==> src/rtl/core/cbp_pkg.sv <==
// ----------------------------------------------------------------------------
// cbp_pkg
// Shared types and constants for the channel block pack with zero padding.
// ----------------------------------------------------------------------------
package cbp_pkg;

    // Fixed field widths of the ports and configuration registers.
    localparam int VALUE_W    = 32;
    localparam int DST_W      = 27;
    localparam int AREA_W     = 13;
    localparam int DEPTH_W    = 11;
    localparam int STRIDE_W   = 16;
    localparam int CFG_IDX_W  = 2;
    localparam int CFG_DATA_W = 16;

    // Comparison width that holds any effective area or depth (up to 65536).
    localparam int CMP_W = 17;

    // Widths that cover the largest supported position and lane values.
    localparam int POS_MAX_W  = 16;
    localparam int LANE_MAX_W = 5;

    // Output queue in the burst unit.
    localparam int OUT_SLOTS = 3;
    localparam int SLOT_W    = 2;

    // Configuration register indexes.
    localparam logic [CFG_IDX_W-1:0] CFG_AREA   = 2'd0;
    localparam logic [CFG_IDX_W-1:0] CFG_DEPTH  = 2'd1;
    localparam logic [CFG_IDX_W-1:0] CFG_STRIDE = 2'd2;

    // Source of one lane of a burst.
    typedef enum logic [1:0] {
        LANE_STORED,
        LANE_OWN,
        LANE_PAD
    } lane_kind_t;

    // One final-row element handed to the burst unit.
    typedef struct packed {
        logic [VALUE_W-1:0]    value;
        logic [LANE_MAX_W-1:0] lane;
        logic [POS_MAX_W-1:0]  pos;
        logic [DST_W-1:0]      base;
        logic                  done;
    } job_req_t;

    // Burst unit status seen by the input sequencer.
    typedef struct packed {
        logic                  job_free;
        logic                  busy;
        logic [POS_MAX_W-1:0]  pos;
        logic [LANE_MAX_W-1:0] rd_lane;
    } burst_stat_t;

endpackage

==> src/rtl/core/cbp_seq.sv <==
// ----------------------------------------------------------------------------
// cbp_seq
// Configuration registers, planar position counters and input handshake.
// ----------------------------------------------------------------------------
module cbp_seq
    import cbp_pkg::*;
#(
    parameter int MAX_AREA   = 4096,
    parameter int MAX_DEPTH  = 1024,
    parameter int PACK_LANES = 8,
    parameter int ELEM_BITS  = 32,
    parameter int ADDR_W     = 15
) (
    input  logic                  clk,
    input  logic                  rst_n,
    input  logic                  cfg_valid,
    output logic                  cfg_ready,
    input  logic [CFG_IDX_W-1:0]  cfg_index,
    input  logic [CFG_DATA_W-1:0] cfg_data,
    input  logic                  in_valid,
    output logic                  in_ready,
    input  logic [VALUE_W-1:0]    value,
    input  burst_stat_t           stat,
    output logic                  job_load,
    output job_req_t              job,
    output logic                  wr_en,
    output logic [ADDR_W-1:0]     wr_addr,
    output logic [ELEM_BITS-1:0]  wr_data
);

    localparam int POS_W  = $clog2(MAX_AREA);
    localparam int LANE_W = $clog2(PACK_LANES);
    localparam int CH_W   = (MAX_DEPTH > 1) ? $clog2(MAX_DEPTH) : 1;

    logic [AREA_W-1:0]   area_reg,   area_next;
    logic [DEPTH_W-1:0]  depth_reg,  depth_next;
    logic [STRIDE_W-1:0] stride_reg, stride_next;
    logic [POS_W-1:0]    pos_reg,    pos_next;
    logic [LANE_W-1:0]   lane_reg,   lane_next;
    logic [CH_W-1:0]     chan_reg,   chan_next;
    logic [DST_W-1:0]    block_base_reg, block_base_next;

    logic [CMP_W-1:0] eff_area;
    logic [CMP_W-1:0] eff_depth;
    logic             pos_end;
    logic             final_chan;
    logic             lane_top;
    logic             final_row;
    logic             conflict;
    logic             accept;

    // Out-of-range sizes are clamped into the supported range.
    always_comb
    begin
        if (area_reg == '0)
            eff_area = CMP_W'(1);
        else if (CMP_W'(area_reg) > CMP_W'(MAX_AREA))
            eff_area = CMP_W'(MAX_AREA);
        else
            eff_area = CMP_W'(area_reg);

        if (depth_reg == '0)
            eff_depth = CMP_W'(1);
        else if (CMP_W'(depth_reg) > CMP_W'(MAX_DEPTH))
            eff_depth = CMP_W'(MAX_DEPTH);
        else
            eff_depth = CMP_W'(depth_reg);
    end

    assign pos_end    = (CMP_W'(pos_reg) + CMP_W'(1)) == eff_area;
    assign final_chan = (CMP_W'(chan_reg) + CMP_W'(1)) == eff_depth;
    assign lane_top   = lane_reg == LANE_W'(PACK_LANES - 1);
    assign final_row  = final_chan || lane_top;

    // A store write must not overtake a read the burst unit has yet to issue
    // at the same entry.
    assign conflict = stat.busy && (POS_MAX_W'(pos_reg) == stat.pos)
                      && (LANE_MAX_W'(lane_reg) >= stat.rd_lane);

    assign in_ready  = final_row ? stat.job_free : !conflict;
    assign accept    = in_valid && in_ready;
    assign cfg_ready = 1'b1;

    assign wr_en   = accept && !final_row;
    assign wr_addr = ADDR_W'(lane_reg * MAX_AREA) + ADDR_W'(pos_reg);
    assign wr_data = value[ELEM_BITS-1:0];

    assign job_load   = accept && final_row;
    assign job.value  = VALUE_W'(value[ELEM_BITS-1:0]);
    assign job.lane   = LANE_MAX_W'(lane_reg);
    assign job.pos    = POS_MAX_W'(pos_reg);
    assign job.base   = block_base_reg + DST_W'(pos_reg * PACK_LANES);
    assign job.done   = final_chan && pos_end;

    always_comb
    begin
        area_next       = area_reg;
        depth_next      = depth_reg;
        stride_next     = stride_reg;
        pos_next        = pos_reg;
        lane_next       = lane_reg;
        chan_next       = chan_reg;
        block_base_next = block_base_reg;

        if (cfg_valid)
        begin
            case (cfg_index)
                CFG_AREA:   area_next   = cfg_data[AREA_W-1:0];
                CFG_DEPTH:  depth_next  = cfg_data[DEPTH_W-1:0];
                CFG_STRIDE: stride_next = cfg_data[STRIDE_W-1:0];
                default:    ;
            endcase
            // Any write restarts the tensor.
            pos_next        = '0;
            lane_next       = '0;
            chan_next       = '0;
            block_base_next = '0;
        end
        else if (accept)
        begin
            if (pos_end)
            begin
                pos_next = '0;
                if (final_chan)
                begin
                    chan_next       = '0;
                    lane_next       = '0;
                    block_base_next = '0;
                end
                else
                begin
                    chan_next = chan_reg + CH_W'(1);
                    if (lane_top)
                    begin
                        lane_next       = '0;
                        block_base_next = block_base_reg
                                          + DST_W'(stride_reg * PACK_LANES);
                    end
                    else
                    begin
                        lane_next = lane_reg + LANE_W'(1);
                    end
                end
            end
            else
            begin
                pos_next = pos_reg + POS_W'(1);
            end
        end
    end

    always_ff @(posedge clk or negedge rst_n)
    begin
        if (!rst_n)
        begin
            area_reg       <= AREA_W'(1);
            depth_reg      <= DEPTH_W'(1);
            stride_reg     <= STRIDE_W'(1);
            pos_reg        <= '0;
            lane_reg       <= '0;
            chan_reg       <= '0;
            block_base_reg <= '0;
        end
        else
        begin
            area_reg       <= area_next;
            depth_reg      <= depth_next;
            stride_reg     <= stride_next;
            pos_reg        <= pos_next;
            lane_reg       <= lane_next;
            chan_reg       <= chan_next;
            block_base_reg <= block_base_next;
        end
    end

endmodule

==> config.mk <==
export PLATFORM = sky130hd
export DESIGN_NAME = cbp_seq
export DESIGN_NICKNAME = d
export VERILOG_FILES = /design/src/rtl/core/cbp_pkg.sv /design/src/rtl/core/cbp_seq.sv
export SDC_FILE = /design/constraint.sdc
export NUM_CORES = 1
export LEC_CHECK = 0
export BUFFER_PORTS_ARGS = -buffer_cell sky130_fd_sc_hd__buf_2
export CORE_ASPECT_RATIO = 0.9
export CORE_MARGIN = 8
export CORE_UTILIZATION = 54
export CTS_BUF_LIST = sky130_fd_sc_hd__clkbuf_16
export CTS_CLUSTER_DIAMETER = 40
export CTS_CLUSTER_SIZE = 28
export DETAILED_ROUTE_END_ITERATION = 7
export GPL_TIMING_DRIVEN = 1
export PLACE_DENSITY = 0.81
export REMOVE_ABC_BUFFERS = 1
export SETUP_SLACK_MARGIN = 0.02
export SYNTH_ARGS = -nofsm -noshare
export SYNTH_HDL_FRONTEND = slang
export SYNTH_SLANG_ARGS = --single-unit
==> constraint.sdc <==
create_clock -name clk -period 4.13 [get_ports clk]
set_input_delay 0.413 -clock clk [delete_from_list [all_inputs] [get_ports clk]]
set_output_delay 0.413 -clock clk [all_outputs]
set_load 0.03 [all_outputs]
==> out/qor.csv <==
metric,value,unit
status,"complete, no violations",
clock_latency,340,ps
setup_viol,0,
use_met1,0.3188,
async_reset_ff_frac,1.000,
fin_total_pwr,3.656,mW
drt-total-wl,21.96,mm
grt_max_degree,54,
dp_worst_setup_slack,459.7,ps
hold_buffers,0,
cp.arrival,3500,ps
final.setup_skew,8.948,ps
num_rows,41,
fin_tns_setup,0,ps
fin_nets,972,
ios,209,
drive_gt1_frac,0.2480,
largest_reg_flops,24,
r2r-end,block_base_reg[8],
n_antenna_cell,0,
die_w,140.9,um
areaGrowthSynthToFinish,4.835,%
ant_nets,0,
final_hold_viol_count,0,
post_drt_wl_per_cell,21.21,um
r2r_cells,8,
cts_tree,done,
drt_drc_violations_left,0,
synthCells,850,
die_y,128.4,um
dr.pass1.iters,5,
worstSetupStartpointType,register,
critPathMaxStageDelay,510,ps
required,3720,ps
synth_cell_types,75,
cp_common_cell,buf_4,
max_cap_viol_count,0,
total_leakage_power,3.625,nW
final_cell_mix,"buf_2, dfrtp_1, nor2_1",
max-slew-margin-rel,0.3877,
cts.reportedPaths.clkPinSlew,70,ps
htree_levels,3,
yosysSeqAreaShare,0.2942,
final_max_slew_viol_count,0,
use_met3,0.09700,
yosys-top-cells-area,"dfrtp_1, buf_4, mux2_2, ha_1, xnor2_1",
max_freq,255.4,MHz
antenna_found_initial,0,
dieArea,18090,um2
yosys_warnings,0,
cp_slowest_cell,dfrtp_1,
post-route-min-period,3916,ps
synth_edf_count,0,
overflow,0,
clockRootBuffer,clkbuf_16,
r2r_slack,470,ps
worstPathCellList,"buf_4, ha_1, nor2b_1, o21ai_0, a21boi_1, o211ai_1, a21oi_1, o41ai_1, buf_4, a21boi_0, buf_2",
grt.met2_usage,0.3564,
numCtsBuffers,9,
final_util,0.5739,
postLayoutSetupSlackWorst,214.1,ps
core_area,13850,um2
place.detailed.hpwl,16.66,mm
hold_path_class,in -> async,
syn_avg_cell_area,8.920,um2
place.gp.congestion,0.9002,
synthesis.area,7582,um2
tightest_slew,915.6,ps
startpoint,pos_reg[2],
start_util,0.5474,
grt_pass1_wl,34.66,mm
synth_top_area_share,0.2838,
rsz0062_at_grt,no,
io_buffers,102,
viasPerCell,6.369,
r2r-start,pos_reg[7],
crit_fanout,9,
grt_pass1_vias,6326,
cts.sinks,89,
cellPowerDensity,460.0,nW/um2
ys.flop_type,dfrtp_1,
layout_commonest_cell,buf_2,
crit_path_end_kind,output port,
period_share,0.9482,
top_usage_layer,met2,
yosys_register_bits,89,
synth_top_cell_by_area,dfrtp_1,
grtUsageTotal,0.2416,
clockBufferDepth,2,
drt_iter0_drc,580,
max-vdd-ir-drop,0.4903,mV
cts_setup_buffers,0,
critPathKind,reg -> out,
detailroute.via_count,6592,
## cell usage after synthesis (25+ instances only)
library cell / n
nand2_1: 49
dfrtp_1: 86
inv_1: 26
mux2_2: 50
buf_4: 91
clkbuf_1: 25
nor3_1: 27
a21oi_1: 30
nor2_1: 57
o21ai_0: 29
xnor2_1: 40
ha_1: 35
## worst max path at each step
stage | endpoint | slack, ps | depth (start not counted)
after floorplan | job[0] | -40 | 8
after global placement | job[24] | 490 | 13
after detailed placement | job[24] | 460 | 13
after CTS | job[24] | 70 | 13
after global routing | job[24] | 70 | 13
final | job[16] | 210 | 11
## metrics by stage
stage | instances | hold WS [ps] | area (um2)
3_5_place_dp | 1019 | 504.6 | 7626
3_3_place_gp | 1019 | 497.7 | 7626
5_1_grt | 1035 | 189.2 | 7949
6_report | 1035 | 130.2 | 7949
2_1_floorplan | 726 | 117.4 | 6736
4_1_cts | 1035 | 153.3 | 7938
## area by class of cell
class | instances | area [um2]
clock buffer | 9 | 225.2
clock inverter | 7 | 86.33
fill | 1237 | 5902
inverter | 27 | 102.6
multi-input combinational | 610 | 4432
sequential | 89 | 2232
tap | 172 | 215.2
timing repair buffer | 121 | 655.6
## critical path, delay by kind of cell (launching register included)
family	cells	cell delay [ps]
flip-flops	1	510
AND/OR/NAND/NOR	1	140
adder cells (fa/ha/maj)	1	340
AO/OA/AOI/OAI	6	1490
buffers and inverters	3	700
## cells by family after synthesis
logic type,share of synthesized area
and+or+nand+nor,0.1819
DFF,0.2942
other,0.0009905
AOI/OAI and AO/OA,0.1748
muxes,0.08680
adders and majority gates,0.06304
xor gates and xnor gates,0.06931
buffers and inverters,0.1290
## power by group
group | switching [mW] | internal [mW] | leakage [nW]
sequential | 0.180 | 1.02 | 1.13
combinational | 0.921 | 0.659 | 2.34
clock | 0.352 | 0.524 | 0.148
total | 1.45 | 2.20 | 3.63
## routing by layer
metal	up-vias	part of all wire
li1	3028	-
met1	3189	0.44
met2	338	0.44
met3	35	0.10
met4	2	0.017
met5	-	0.0026
## what timing repair did
item                                    4_1_cts  5_1_grt
gates resized for setup                       0        4
hold endpoints to repair                      0        0
endpoints found under the setup margin        0        6
No activity file was read; power rests on OpenSTA's default activity.
