<file path="src/rtl/core/cbp_pkg.sv">
// ----------------------------------------------------------------------------
// cbp_pkg
// Shared types and constants for the channel block pack with zero padding.
// ----------------------------------------------------------------------------
package cbp_pkg;

    // Fixed field widths of the ports and configuration registers.
    localparam int VALUE_W    = 32;
    localparam int DST_W      = 27;
    localparam int AREA_W     = 13;
    localparam int DEPTH_W    = 11;
    localparam int STRIDE_W   = 16;
    localparam int CFG_IDX_W  = 2;
    localparam int CFG_DATA_W = 16;

    // Comparison width that holds any effective area or depth (up to 65536).
    localparam int CMP_W = 17;

    // Widths that cover the largest supported position and lane values.
    localparam int POS_MAX_W  = 16;
    localparam int LANE_MAX_W = 5;

    // Output queue in the burst unit.
    localparam int OUT_SLOTS = 3;
    localparam int SLOT_W    = 2;

    // Configuration register indexes.
    localparam logic [CFG_IDX_W-1:0] CFG_AREA   = 2'd0;
    localparam logic [CFG_IDX_W-1:0] CFG_DEPTH  = 2'd1;
    localparam logic [CFG_IDX_W-1:0] CFG_STRIDE = 2'd2;

    // Source of one lane of a burst.
    typedef enum logic [1:0] {
        LANE_STORED,
        LANE_OWN,
        LANE_PAD
    } lane_kind_t;

    // One final-row element handed to the burst unit.
    typedef struct packed {
        logic [VALUE_W-1:0]    value;
        logic [LANE_MAX_W-1:0] lane;
        logic [POS_MAX_W-1:0]  pos;
        logic [DST_W-1:0]      base;
        logic                  done;
    } job_req_t;

    // Burst unit status seen by the input sequencer.
    typedef struct packed {
        logic                  job_free;
        logic                  busy;
        logic [POS_MAX_W-1:0]  pos;
        logic [LANE_MAX_W-1:0] rd_lane;
    } burst_stat_t;

endpackage

</file>
<file path="src/rtl/core/cbp_burst.sv">
// ----------------------------------------------------------------------------
// cbp_burst
// Expands one final-row element into a burst of lanes, reading stored lanes
// from the line store, and queues the results for the output channel.
// ----------------------------------------------------------------------------
module cbp_burst
    import cbp_pkg::*;
#(
    parameter int MAX_AREA   = 4096,
    parameter int PACK_LANES = 8,
    parameter int ELEM_BITS  = 32,
    parameter int ADDR_W     = 15
) (
    input  logic                 clk,
    input  logic                 rst_n,
    input  logic                 job_load,
    input  job_req_t             job,
    output burst_stat_t          stat,
    output logic                 rd_en,
    output logic [ADDR_W-1:0]    rd_addr,
    input  logic [ELEM_BITS-1:0] rd_data,
    output logic                 out_valid,
    input  logic                 out_ready,
    output logic [VALUE_W-1:0]   out_value,
    output logic [DST_W-1:0]     dst_index,
    output logic                 last,
    output logic                 tensor_done
);

    localparam int POS_W  = $clog2(MAX_AREA);
    localparam int LANE_W = $clog2(PACK_LANES);

    // Current job.
    logic                 job_v_reg,     job_v_next;
    logic [ELEM_BITS-1:0] job_value_reg;
    logic [LANE_W-1:0]    job_lane_reg;
    logic [POS_W-1:0]     job_pos_reg;
    logic [DST_W-1:0]     job_base_reg;
    logic                 job_done_reg;
    logic [LANE_W-1:0]    rd_lane_reg,   rd_lane_next;

    // Stage aligned with the store read data.
    logic                 s1_v_reg;
    lane_kind_t           s1_kind_reg;
    logic [ELEM_BITS-1:0] s1_value_reg;
    logic [DST_W-1:0]     s1_dst_reg;
    logic                 s1_last_reg;
    logic                 s1_done_reg;

    // Output queue.
    logic [ELEM_BITS-1:0] q_value [OUT_SLOTS];
    logic [DST_W-1:0]     q_dst   [OUT_SLOTS];
    logic                 q_last  [OUT_SLOTS];
    logic                 q_done  [OUT_SLOTS];
    logic [SLOT_W-1:0]    wr_ptr_reg, wr_ptr_next;
    logic [SLOT_W-1:0]    rd_ptr_reg, rd_ptr_next;
    logic [SLOT_W-1:0]    cnt_reg,    cnt_next;

    logic                 issue;
    logic                 lane_end;
    lane_kind_t           kind;
    logic                 push;
    logic                 pop;
    logic [ELEM_BITS-1:0] push_value;

    // Only issue a lane when the queue has room for it and the one in flight.
    assign issue    = job_v_reg
                      && ((3'(cnt_reg) + 3'(s1_v_reg)) <= 3'(OUT_SLOTS - 1));
    assign lane_end = rd_lane_reg == LANE_W'(PACK_LANES - 1);

    always_comb
    begin
        if (rd_lane_reg < job_lane_reg)
            kind = LANE_STORED;
        else if (rd_lane_reg == job_lane_reg)
            kind = LANE_OWN;
        else
            kind = LANE_PAD;
    end

    assign rd_en   = issue && (kind == LANE_STORED);
    assign rd_addr = ADDR_W'(rd_lane_reg * MAX_AREA) + ADDR_W'(job_pos_reg);

    assign stat.job_free = !job_v_reg || (issue && lane_end);
    assign stat.busy     = job_v_reg;
    assign stat.pos      = POS_MAX_W'(job_pos_reg);
    assign stat.rd_lane  = LANE_MAX_W'(rd_lane_reg);

    always_comb
    begin
        job_v_next   = job_v_reg;
        rd_lane_next = rd_lane_reg;
        if (job_load)
        begin
            job_v_next   = 1'b1;
            rd_lane_next = '0;
        end
        else if (issue)
        begin
            if (lane_end)
                job_v_next = 1'b0;
            else
                rd_lane_next = rd_lane_reg + LANE_W'(1);
        end
    end

    always_ff @(posedge clk)
    begin
        if (job_load)
        begin
            job_value_reg <= job.value[ELEM_BITS-1:0];
            job_lane_reg  <= job.lane[LANE_W-1:0];
            job_pos_reg   <= job.pos[POS_W-1:0];
            job_base_reg  <= job.base;
            job_done_reg  <= job.done;
        end
        if (issue)
        begin
            s1_kind_reg  <= kind;
            s1_value_reg <= job_value_reg;
            s1_dst_reg   <= job_base_reg + DST_W'(rd_lane_reg);
            s1_last_reg  <= lane_end;
            s1_done_reg  <= job_done_reg && lane_end;
        end
    end

    // Queue.
    assign push = s1_v_reg;
    assign pop  = out_valid && out_ready;

    always_comb
    begin
        case (s1_kind_reg)
            LANE_STORED: push_value = rd_data;
            LANE_OWN:    push_value = s1_value_reg;
            default:     push_value = '0;
        endcase
    end

    always_comb
    begin
        wr_ptr_next = wr_ptr_reg;
        rd_ptr_next = rd_ptr_reg;
        if (push)
            wr_ptr_next = (wr_ptr_reg == SLOT_W'(OUT_SLOTS - 1)) ? '0
                          : wr_ptr_reg + SLOT_W'(1);
        if (pop)
            rd_ptr_next = (rd_ptr_reg == SLOT_W'(OUT_SLOTS - 1)) ? '0
                          : rd_ptr_reg + SLOT_W'(1);
        cnt_next = cnt_reg + SLOT_W'(push) - SLOT_W'(pop);
    end

    always_ff @(posedge clk)
    begin
        if (push)
        begin
            q_value[wr_ptr_reg] <= push_value;
            q_dst[wr_ptr_reg]   <= s1_dst_reg;
            q_last[wr_ptr_reg]  <= s1_last_reg;
            q_done[wr_ptr_reg]  <= s1_done_reg;
        end
    end

    always_ff @(posedge clk or negedge rst_n)
    begin
        if (!rst_n)
        begin
            job_v_reg   <= 1'b0;
            rd_lane_reg <= '0;
            s1_v_reg    <= 1'b0;
            wr_ptr_reg  <= '0;
            rd_ptr_reg  <= '0;
            cnt_reg     <= '0;
        end
        else
        begin
            job_v_reg   <= job_v_next;
            rd_lane_reg <= rd_lane_next;
            s1_v_reg    <= issue;
            wr_ptr_reg  <= wr_ptr_next;
            rd_ptr_reg  <= rd_ptr_next;
            cnt_reg     <= cnt_next;
        end
    end

    assign out_valid   = cnt_reg != '0;
    assign out_value   = VALUE_W'(q_value[rd_ptr_reg]);
    assign dst_index   = q_dst[rd_ptr_reg];
    assign last        = q_last[rd_ptr_reg];
    assign tensor_done = q_done[rd_ptr_reg];

`ifndef NO_ASSERTIONS
    // The queue never holds more entries than it has slots.
    a_queue_bound: assert property (@(posedge clk) disable iff (!rst_n)
        cnt_reg <= SLOT_W'(OUT_SLOTS))
        else $error("output queue overflow");

    // A new job is only taken once the current one has issued its last lane.
    a_job_free: assert property (@(posedge clk) disable iff (!rst_n)
        job_load |-> stat.job_free)
        else $error("job loaded while burst in progress");

    // Issuing the last lane without a new job leaves the unit idle.
    a_job_end: assert property (@(posedge clk) disable iff (!rst_n)
        (issue && lane_end && !job_load) |=> !job_v_reg)
        else $error("job still active after last lane");

    // Every pushed result has a free slot.
    a_push_room: assert property (@(posedge clk) disable iff (!rst_n)
        (push && !pop) |-> (cnt_reg < SLOT_W'(OUT_SLOTS)))
        else $error("push into full output queue");
`endif

endmodule
</file>
<file path="config.mk">
export PLATFORM = sky130hd
export DESIGN_NAME = cbp_burst
export DESIGN_NICKNAME = d
export VERILOG_FILES = /design/src/rtl/core/cbp_pkg.sv /design/src/rtl/core/cbp_burst.sv
export SDC_FILE = /design/constraint.sdc
export NUM_CORES = 1
export LEC_CHECK = 0
export BUFFER_PORTS_ARGS = -buffer_cell sky130_fd_sc_hd__buf_2
export CAP_MARGIN = 10
export CORE_UTILIZATION = 30
export CTS_CLUSTER_SIZE = 40
export DETAILED_ROUTE_END_ITERATION = 7
export REMOVE_ABC_BUFFERS = 1
export SLEW_MARGIN = 10
export SYNTH_ARGS = -nofsm -noshare
export SYNTH_HDL_FRONTEND = slang
export SYNTH_SLANG_ARGS = --single-unit
</file>
<file path="constraint.sdc">
create_clock -name clk -period 16 [get_ports clk]
set_input_delay 2.4 -clock clk [delete_from_list [all_inputs] [get_ports clk]]
set_output_delay 2.4 -clock clk [all_outputs]
set_load 0.05 [all_outputs]
</file>
==> results of run 1 <==
final cells by class:
type,count,area [um^2],area share
multi-input cells,368,2510,0.162
clock buffers,48,1040,0.0670
flip-flops and latches,332,9920,0.639
repair buffers,214,1100,0.0706
well taps,539,674,0.0435
inverters,15,56.3,0.00363
clock inverters,19,220,0.0142
metrics by stage:
stage,total power (uW),hold slack (ps)
4_1_cts,3650,418
5_1_grt,3760,421
3_3_place_gp,2730,403
3_5_place_dp,2760,405
2_1_floorplan,2400,400
6_report,3580,419
path summary, 6_finish.rpt:
check | cells past startpoint | slack (ps) | to | start
setup / recovery | 4 | 10830 | out_value[5] | rd_ptr_reg[0]
hold / removal | 0 | 420 | s1_value_reg[20] | job_value_reg[20]
setup reg to reg | 7 | 13420 | s1_value_reg[28] | cnt_reg[0]
max in group asynchronous | 1 | 14030 | rd_ptr_reg[0] | rst_n
min in group asynchronous | 1 | 1730 | job_v_reg | rst_n
hold reg to reg | 0 | 420 | s1_value_reg[20] | job_value_reg[20]
logic make-up after synthesis:
family	Yosys count	share of synthesized area
DFF	332	0.779
muxes	96	0.0756
and+or+nand+nor	151	0.0527
adders and majority gates	14	0.0144
AOI/OAI and AO/OA	73	0.0314
buffers and inverters	66	0.0275
other	1	0.000295
xor gates and xnor gates	28	0.0193
layer usage:
layer  vias to the layer above  GRT usage  wire (um)  part of all wire
li1                       3224          -          -                 -
met1                      3258      0.140      10800              0.42
met2                       167      0.212      13000              0.50
met3                        47     0.0248       1140             0.044
met4                         0     0.0590        812             0.032
met5                         -          0          0                 0
synthesized netlist by cell type (all sizes together):
cell type and count:
and3 9, nor3 1, a31oi 1, nand3 9, xor2 5, clkbuf 17
buf 34, o211ai 1, a21oi 5, mux2i 95, and2 3, nand2 72
inv 15, or2 1, and4 4, nor2b 1, nor3b 2, nor2 40
conb 1, edfxtp 321, fa 1, xnor2 23, ha 13, dfrtp 11
o21ai 63, mux2 1, a21o 3, nand2b 2, nand4 7
power groups by stage:
| stage | Combinational (uW) | Sequential [uW] | Clock, uW |
|---|---|---|---|
| 2_1_floorplan | 804 | 1590 | 0 |
| 3_3_place_gp | 1210 | 1520 | 0 |
| 3_5_place_dp | 1230 | 1540 | 0 |
| 4_1_cts | 1230 | 1520 | 904 |
| 5_1_grt | 1280 | 1550 | 933 |
| 6_report | 1190 | 1510 | 872 |
==> reports/results.tsv, run 1 <==
stage	metric	value	unit
run_status	status	completed	
synth	ys_top_cells_by_area	edfxtp_1 76%, mux2i_1 7.5%, o21ai_0 2.5%	
critical_path	critPathLaunchType	flip-flop	
clocking	insertion_delay	530	ps
global_routing	grt_max_degree	71	
placement	gp_congestion	0.754	
global_routing	grt_pass1_wl	39.3	mm
placement	dp.cells	1468	
sta	post-route-period-util	0.323	
placement	pre_cts_slack	11300	ps
drt	via_count	6696	
synth	yosysTopAreaCell	edfxtp_1	
cells_and_area	top_register	q_value	
power_and_ir_drop	power_frac_clock	0.244	
flow_run	max_cap_viol_count	0	
cells_and_area	design_area	15500	um^2
clocking	cts_tree	done	
sta	max_freq	0.194	GHz
power_and_ir_drop	p_per_area	231	nW/um^2
cells_and_area	area_growth	21.9	%
sta	rsz0062_at_grt	no	
critical_path	cp_slowest_cell	dfrtp_4	
drt	routed_wl	25.7	mm
critical_path	cp_data_required_time	13600	ps
die	ios	218	
synth	netlist_instances	761	
critical_path	critical-path-max-stage-delay	830	ps
clocking	clock_path_buffers	3	
cells_and_area	n_fill_cell	3917	
die	dieArea	43300	um^2
drt	via_per_inst	4.36	
drt	ant_nets	0	
placement	place_hpwl	15.3	mm
cells_and_area	drive_gt1_frac	0.281	
clocking	cts-root-buf	clkbuf_16	
sta	setup_ws	10830	ps
placement	port-buffer-count	205	
sta	finalHoldViolCount	0	
die	die_w	208	um
global_routing	grt_pass1_vias	6888	
critical_path	critical_path_class	flip-flop to output pin	
global_routing	grtUsageTotal	0.121	
cells_and_area	final_common_cell	edfxtp_1	
die	core_area	41900	um^2
cells_and_area	final_util	0.371	
die	die_h	208	um
worst_hold_path	hp-class	flip-flop to flip-flop	
sta	tightest_slew	1020	ps
die	initial_core_util	0.304	
placement	place_area	14300	um^2
power_and_ir_drop	p_int	2200	uW
sta	setup-tns-final	0	ps
power_and_ir_drop	power_frac_comb	0.334	
cells_and_area	diodes	0	
cells_and_area	fin_cells	1535	
cells_and_area	reg.largest.list	q_value (96), q_dst (81)	
clocking	cts_hold_buffers	0	
critical_path	arrival	2770	ps
synth	synth_top_area_share	0.757	
synth	synth_seq_cells	332	
drt	drt_iter0_drc	384	
cells_and_area	largest_reg_flops	96	
clocking	cts_setup_buffers	0	
clocking	cts_resized	0	
sta	min_period	5170	ps
clocking	clock-sinks	332	
synth	syn_area_per_cell	16.7	um^2
sta	maxSlewViolCount	0	
critical_path	crit_buf_inv	2	
power_and_ir_drop	power.leakage	0.00585	uW
critical_path	crit_path_cell_trace	buf_4 -> mux2i_1 -> o21ai_0 -> buf_2	
global_routing	antenna_found_initial	0	
die	floorplan.rows	75	
clocking	htreeDepth	2	
cells_and_area	fin_nets	1100	
sta	skew	8.47	ps
power_and_ir_drop	vdd.ir_drop.worst	0.131	mV
power_and_ir_drop	seq_power_share	0.423	
drt	drc	0	
critical_path	cp_top_family	buffers and inverters	
synth	netlist_area	12700	um^2
power_and_ir_drop	swShare	0.387	
power_and_ir_drop	switching_power	1380	uW
sta	setup_viol	0	
synth	yosys_warnings	0	
critical_path	cp_max_fo	32	
clocking	clk_pin_slew_worst_paths	60	ps
clocking	numCtsBuffers	38	
synth	yosysSeqAreaShare	0.779	
drt	first_pass_iters	4	
synth	synth_cell_types	32	
critical_path	endpoint_kind	output pin	
sta	slew_headroom	0.320	
cells_and_area	final_cell_mix	321 x edfxtp_1, 204 x buf_2, 95 x mux2i_1	
global_routing	overflow	0	
drt	wl_per_cell	16.8	um
No activity file was read; power rests on OpenSTA's default activity.
==> run 2, diff against run 1 <==
--- a/config.mk
+++ b/config.mk
@@ -5,6 +5,7 @@
 export SDC_FILE = /design/constraint.sdc
 export NUM_CORES = 1
 export LEC_CHECK = 0
+export ABC_AREA = 1
 export BUFFER_PORTS_ARGS = -buffer_cell sky130_fd_sc_hd__buf_2
 export CAP_MARGIN = 10
 export CORE_UTILIZATION = 30
==> constraint.sdc (replaced) <==
create_clock -name clk -period 4.8 [get_ports clk]
set_input_delay 0.72 -clock clk [delete_from_list [all_inputs] [get_ports clk]]
set_output_delay 0.72 -clock clk [all_outputs]
set_load 0.05 [all_outputs]
==> run 2 against run 1 <==
  * Register-to-register slack got worse by 11000 ps
  * Critical endpoint is now out_value[23]
  * First-iteration DRC count increased by 15%
  * Utilization decreased by 0.44 points
  * Clock power increased to 3.1 times the previous value
  * Worst setup slack got worse by 9800 ps
  * Sequential share of layout area decreased by 2.9 points
  * Largest power group unchanged
==> reports/results.tsv, run 2 <==
stage	metric	value	unit
run_status	status	completed	
critical_path	endpoint_kind	output pin	
worst_hold_path	hp-class	input port to asynchronous set/reset pin	
synth	async_reset_ff_frac	0.0331	
drt	drt_iter0_drc	440	
global_routing	grt_pass1_wl	46.8	mm
die	die_w	214	um
global_routing	grt_max_degree	64	
critical_path	critPathLaunchType	flip-flop	
clocking	cts_tree	done	
drt	wl_per_cell	16.9	um
cells_and_area	n_fill_cell	4260	
clocking	cts_resized	0	
clocking	htreeDepth	2	
sta	skew	18.4	ps
power_and_ir_drop	finalPower	12200	uW
cells_and_area	final_cell_mix	321 x edfxtp_1, 204 x buf_2, 168 x nand2_1	
cells_and_area	reg.largest.list	q_value (96), q_dst (81)	
synth	synthMuxAreaShare	0	
critical_path	critical-path-max-stage-delay	970	ps
critical_path	crit_buf_inv	3	
synth	synth_compound_area_frac	0.0720	
synth	netlist_instances	992	
drt	first_pass_iters	5	
synth	synth_commonest_cells	321 x edfxtp_1, 168 x nand2_1, 134 x inv_1	
cells_and_area	diodes	0	
sta	post-route-period-util	0.794	
synth	syn_area_per_cell	13.6	um^2
clocking	clock_path_buffers	3	
die	dieArea	45900	um^2
synth	yosys.area_share.simple	0.108	
critical_path	cp_data_required_time	4080	ps
sta	finalHoldViolCount	0	
critical_path	critical_path_class	flip-flop to output pin	
critical_path	cp_slowest_cell	inv_2	
drt	ant_nets	0	
power_and_ir_drop	power.leakage	0.00648	uW
sta	maxSlewViolCount	0	
cells_and_area	area_growth	20.2	%
global_routing	grt_pass1_vias	8177	
drt	via_per_inst	4.42	
cells_and_area	fin_nets	1330	
die	die_h	214	um
global_routing	antenna_found_initial	0	
critical_path	cp_max_fo	53	
synth	synth_cell_types	28	
sta	setup_viol	0	
sta	slew_headroom	0.220	
synth	ys.flop_type	edfxtp_1	
placement	port-buffer-count	205	
clocking	numCtsBuffers	39	
power_and_ir_drop	p_per_area	752	nW/um^2
placement	gp_congestion	0.816	
die	ios	218	
synth	yosysMostFrequentCell	edfxtp_1	
global_routing	overflow	0	
synth	yosys_warnings	0	
clocking	cts-root-buf	clkbuf_16	
clocking	clock-sinks	332	
sta	min_period	3810	ps
synth	synthXorXnorAreaFrac	0.00778	
synth	netlist_area	13500	um^2
synth	synth_top_family_by_area	simple AND/OR/NAND/NOR gates	
clocking	clk_pin_slew_worst_paths	60	ps
synth	synthAdderAreaFrac	0.0135	
die	initial_core_util	0.305	
clocking	cts_hold_buffers	0	
synth	synth_seq_cells	332	
sta	rsz0062_at_grt	no	
critical_path	arrival	3090	ps
cells_and_area	drive_gt1_frac	0.277	
sta	tightest_slew	1170	ps
drt	drc	0	
critical_path	cp_top_family	buffers and inverters	
global_routing	grtUsageTotal	0.134	
synth	synth_edf_count	321	
flow_run	max_cap_viol_count	0	
die	floorplan.rows	77	
cells_and_area	top_register	q_value	
cells_and_area	final_util	0.366	
clocking	cts_setup_buffers	0	
synth	yosysSeqAreaShare	0.734	
placement	place_hpwl	19.3	mm
drt	routed_wl	30.7	mm
cells_and_area	final_common_cell	edfxtp_1	
drt	via_count	8033	
clocking	insertion_delay	530	ps
synth	yosysTopAreaCell	edfxtp_1	
cells_and_area	largest_reg_flops	96	
synth	ys_top_cells_by_area	edfxtp_1 71%, o211ai_2 5.6%, nand2_1 4.7%	
sta	max_freq	0.262	GHz
die	core_area	44300	um^2
power_and_ir_drop	vdd.ir_drop.worst	0.344	mV
synth	synth_top_area_share	0.713	
critical_path	crit_path_cell_trace	inv_2 -> buf_4 -> nand3_1 -> o211ai_2 -> buf_2	
==> run 2: cell count changes after synthesis, sizes merged, moves of 5 or more <==
cell / before / now
a21oi: 5 / 0
and3: 9 / 0
clkbuf: 17 / 25
inv: 15 / 135
mux2i: 95 / 0
nand2: 72 / 168
nand3: 9 / 113
nand3b: 0 / 7
nand4: 7 / 1
o211ai: 1 / 61
o21ai: 63 / 39
xnor2: 23 / 6
==> run 2: power by group <==
group          internal (uW)  switching [uW]
Combinational            943            3600
Clock                   1600            1110
Sequential              4610             358
Total                   7140            5070
==> run 2: final timing paths <==
| path | start | end | slack (ps) | cells after the start |
|---|---|---|---|---|
| setup / recovery | rd_ptr_reg[1] | out_value[23] | 990 | 5 |
| hold / removal | rst_n | job_v_reg | 50 | 1 |
| setup reg to reg | push | s1_dst_reg[7] | 2270 | 8 |
| hold reg to reg | job_value_reg[0] | s1_value_reg[0] | 410 | 0 |
| max in group asynchronous | rst_n | rd_ptr_reg[1] | 4520 | 1 |
| min in group clk | job[28] | job_pos_reg[0] | 360 | 1 |
==> run 2: logic make-up (layout without fill, tap and decap cells) <==
| group | Yosys count | in the layout |
|---|---|---|
| other | 1 | 6 |
| buffers and inverters | 194 | 422 |
| adders and majority gates | 14 | 14 |
| and+or+nand+nor | 337 | 337 |
| DFF | 332 | 332 |
| xor gates and xnor gates | 12 | 12 |
| AOI/OAI and AO/OA | 102 | 102 |
==> run 2: area by class of cell <==
class                      count  area [um^2]  area share
tap                          592          741      0.0456
multi-input combinational    471         2770       0.170
clock inverter                18          138     0.00848
sequential                   332         9920       0.611
timing repair buffer         220         1150      0.0711
clock buffer                  49         1010      0.0624
inverter                     135          508      0.0313
==> run 2: per-layer routing <==
metal	up-vias	GRT usage	wire length, um
met5	-	0	0
met4	0	0.0383	629
met3	46	0.0308	1440
met2	226	0.227	14900
met1	3899	0.172	13700
li1	3862	-	-
==> run 2: metrics by stage <==
| step | hold slack (ps) | worst slack, ps | setup TNS [ps] | area, um^2 | cells |
|---|---|---|---|---|---|
| floorplan | 400 | -27.5 | -27.5 | 13200 | 938 |
| global placement | 401 | 1510 | 0 | 15100 | 1749 |
| detailed placement | 405 | 1540 | 0 | 15100 | 1749 |
| CTS | 8.18 | 937 | 0 | 16200 | 1816 |
| global route | 35.0 | 742 | 0 | 16200 | 1817 |
| finish | 50.5 | 988 | 0 | 16200 | 1817 |
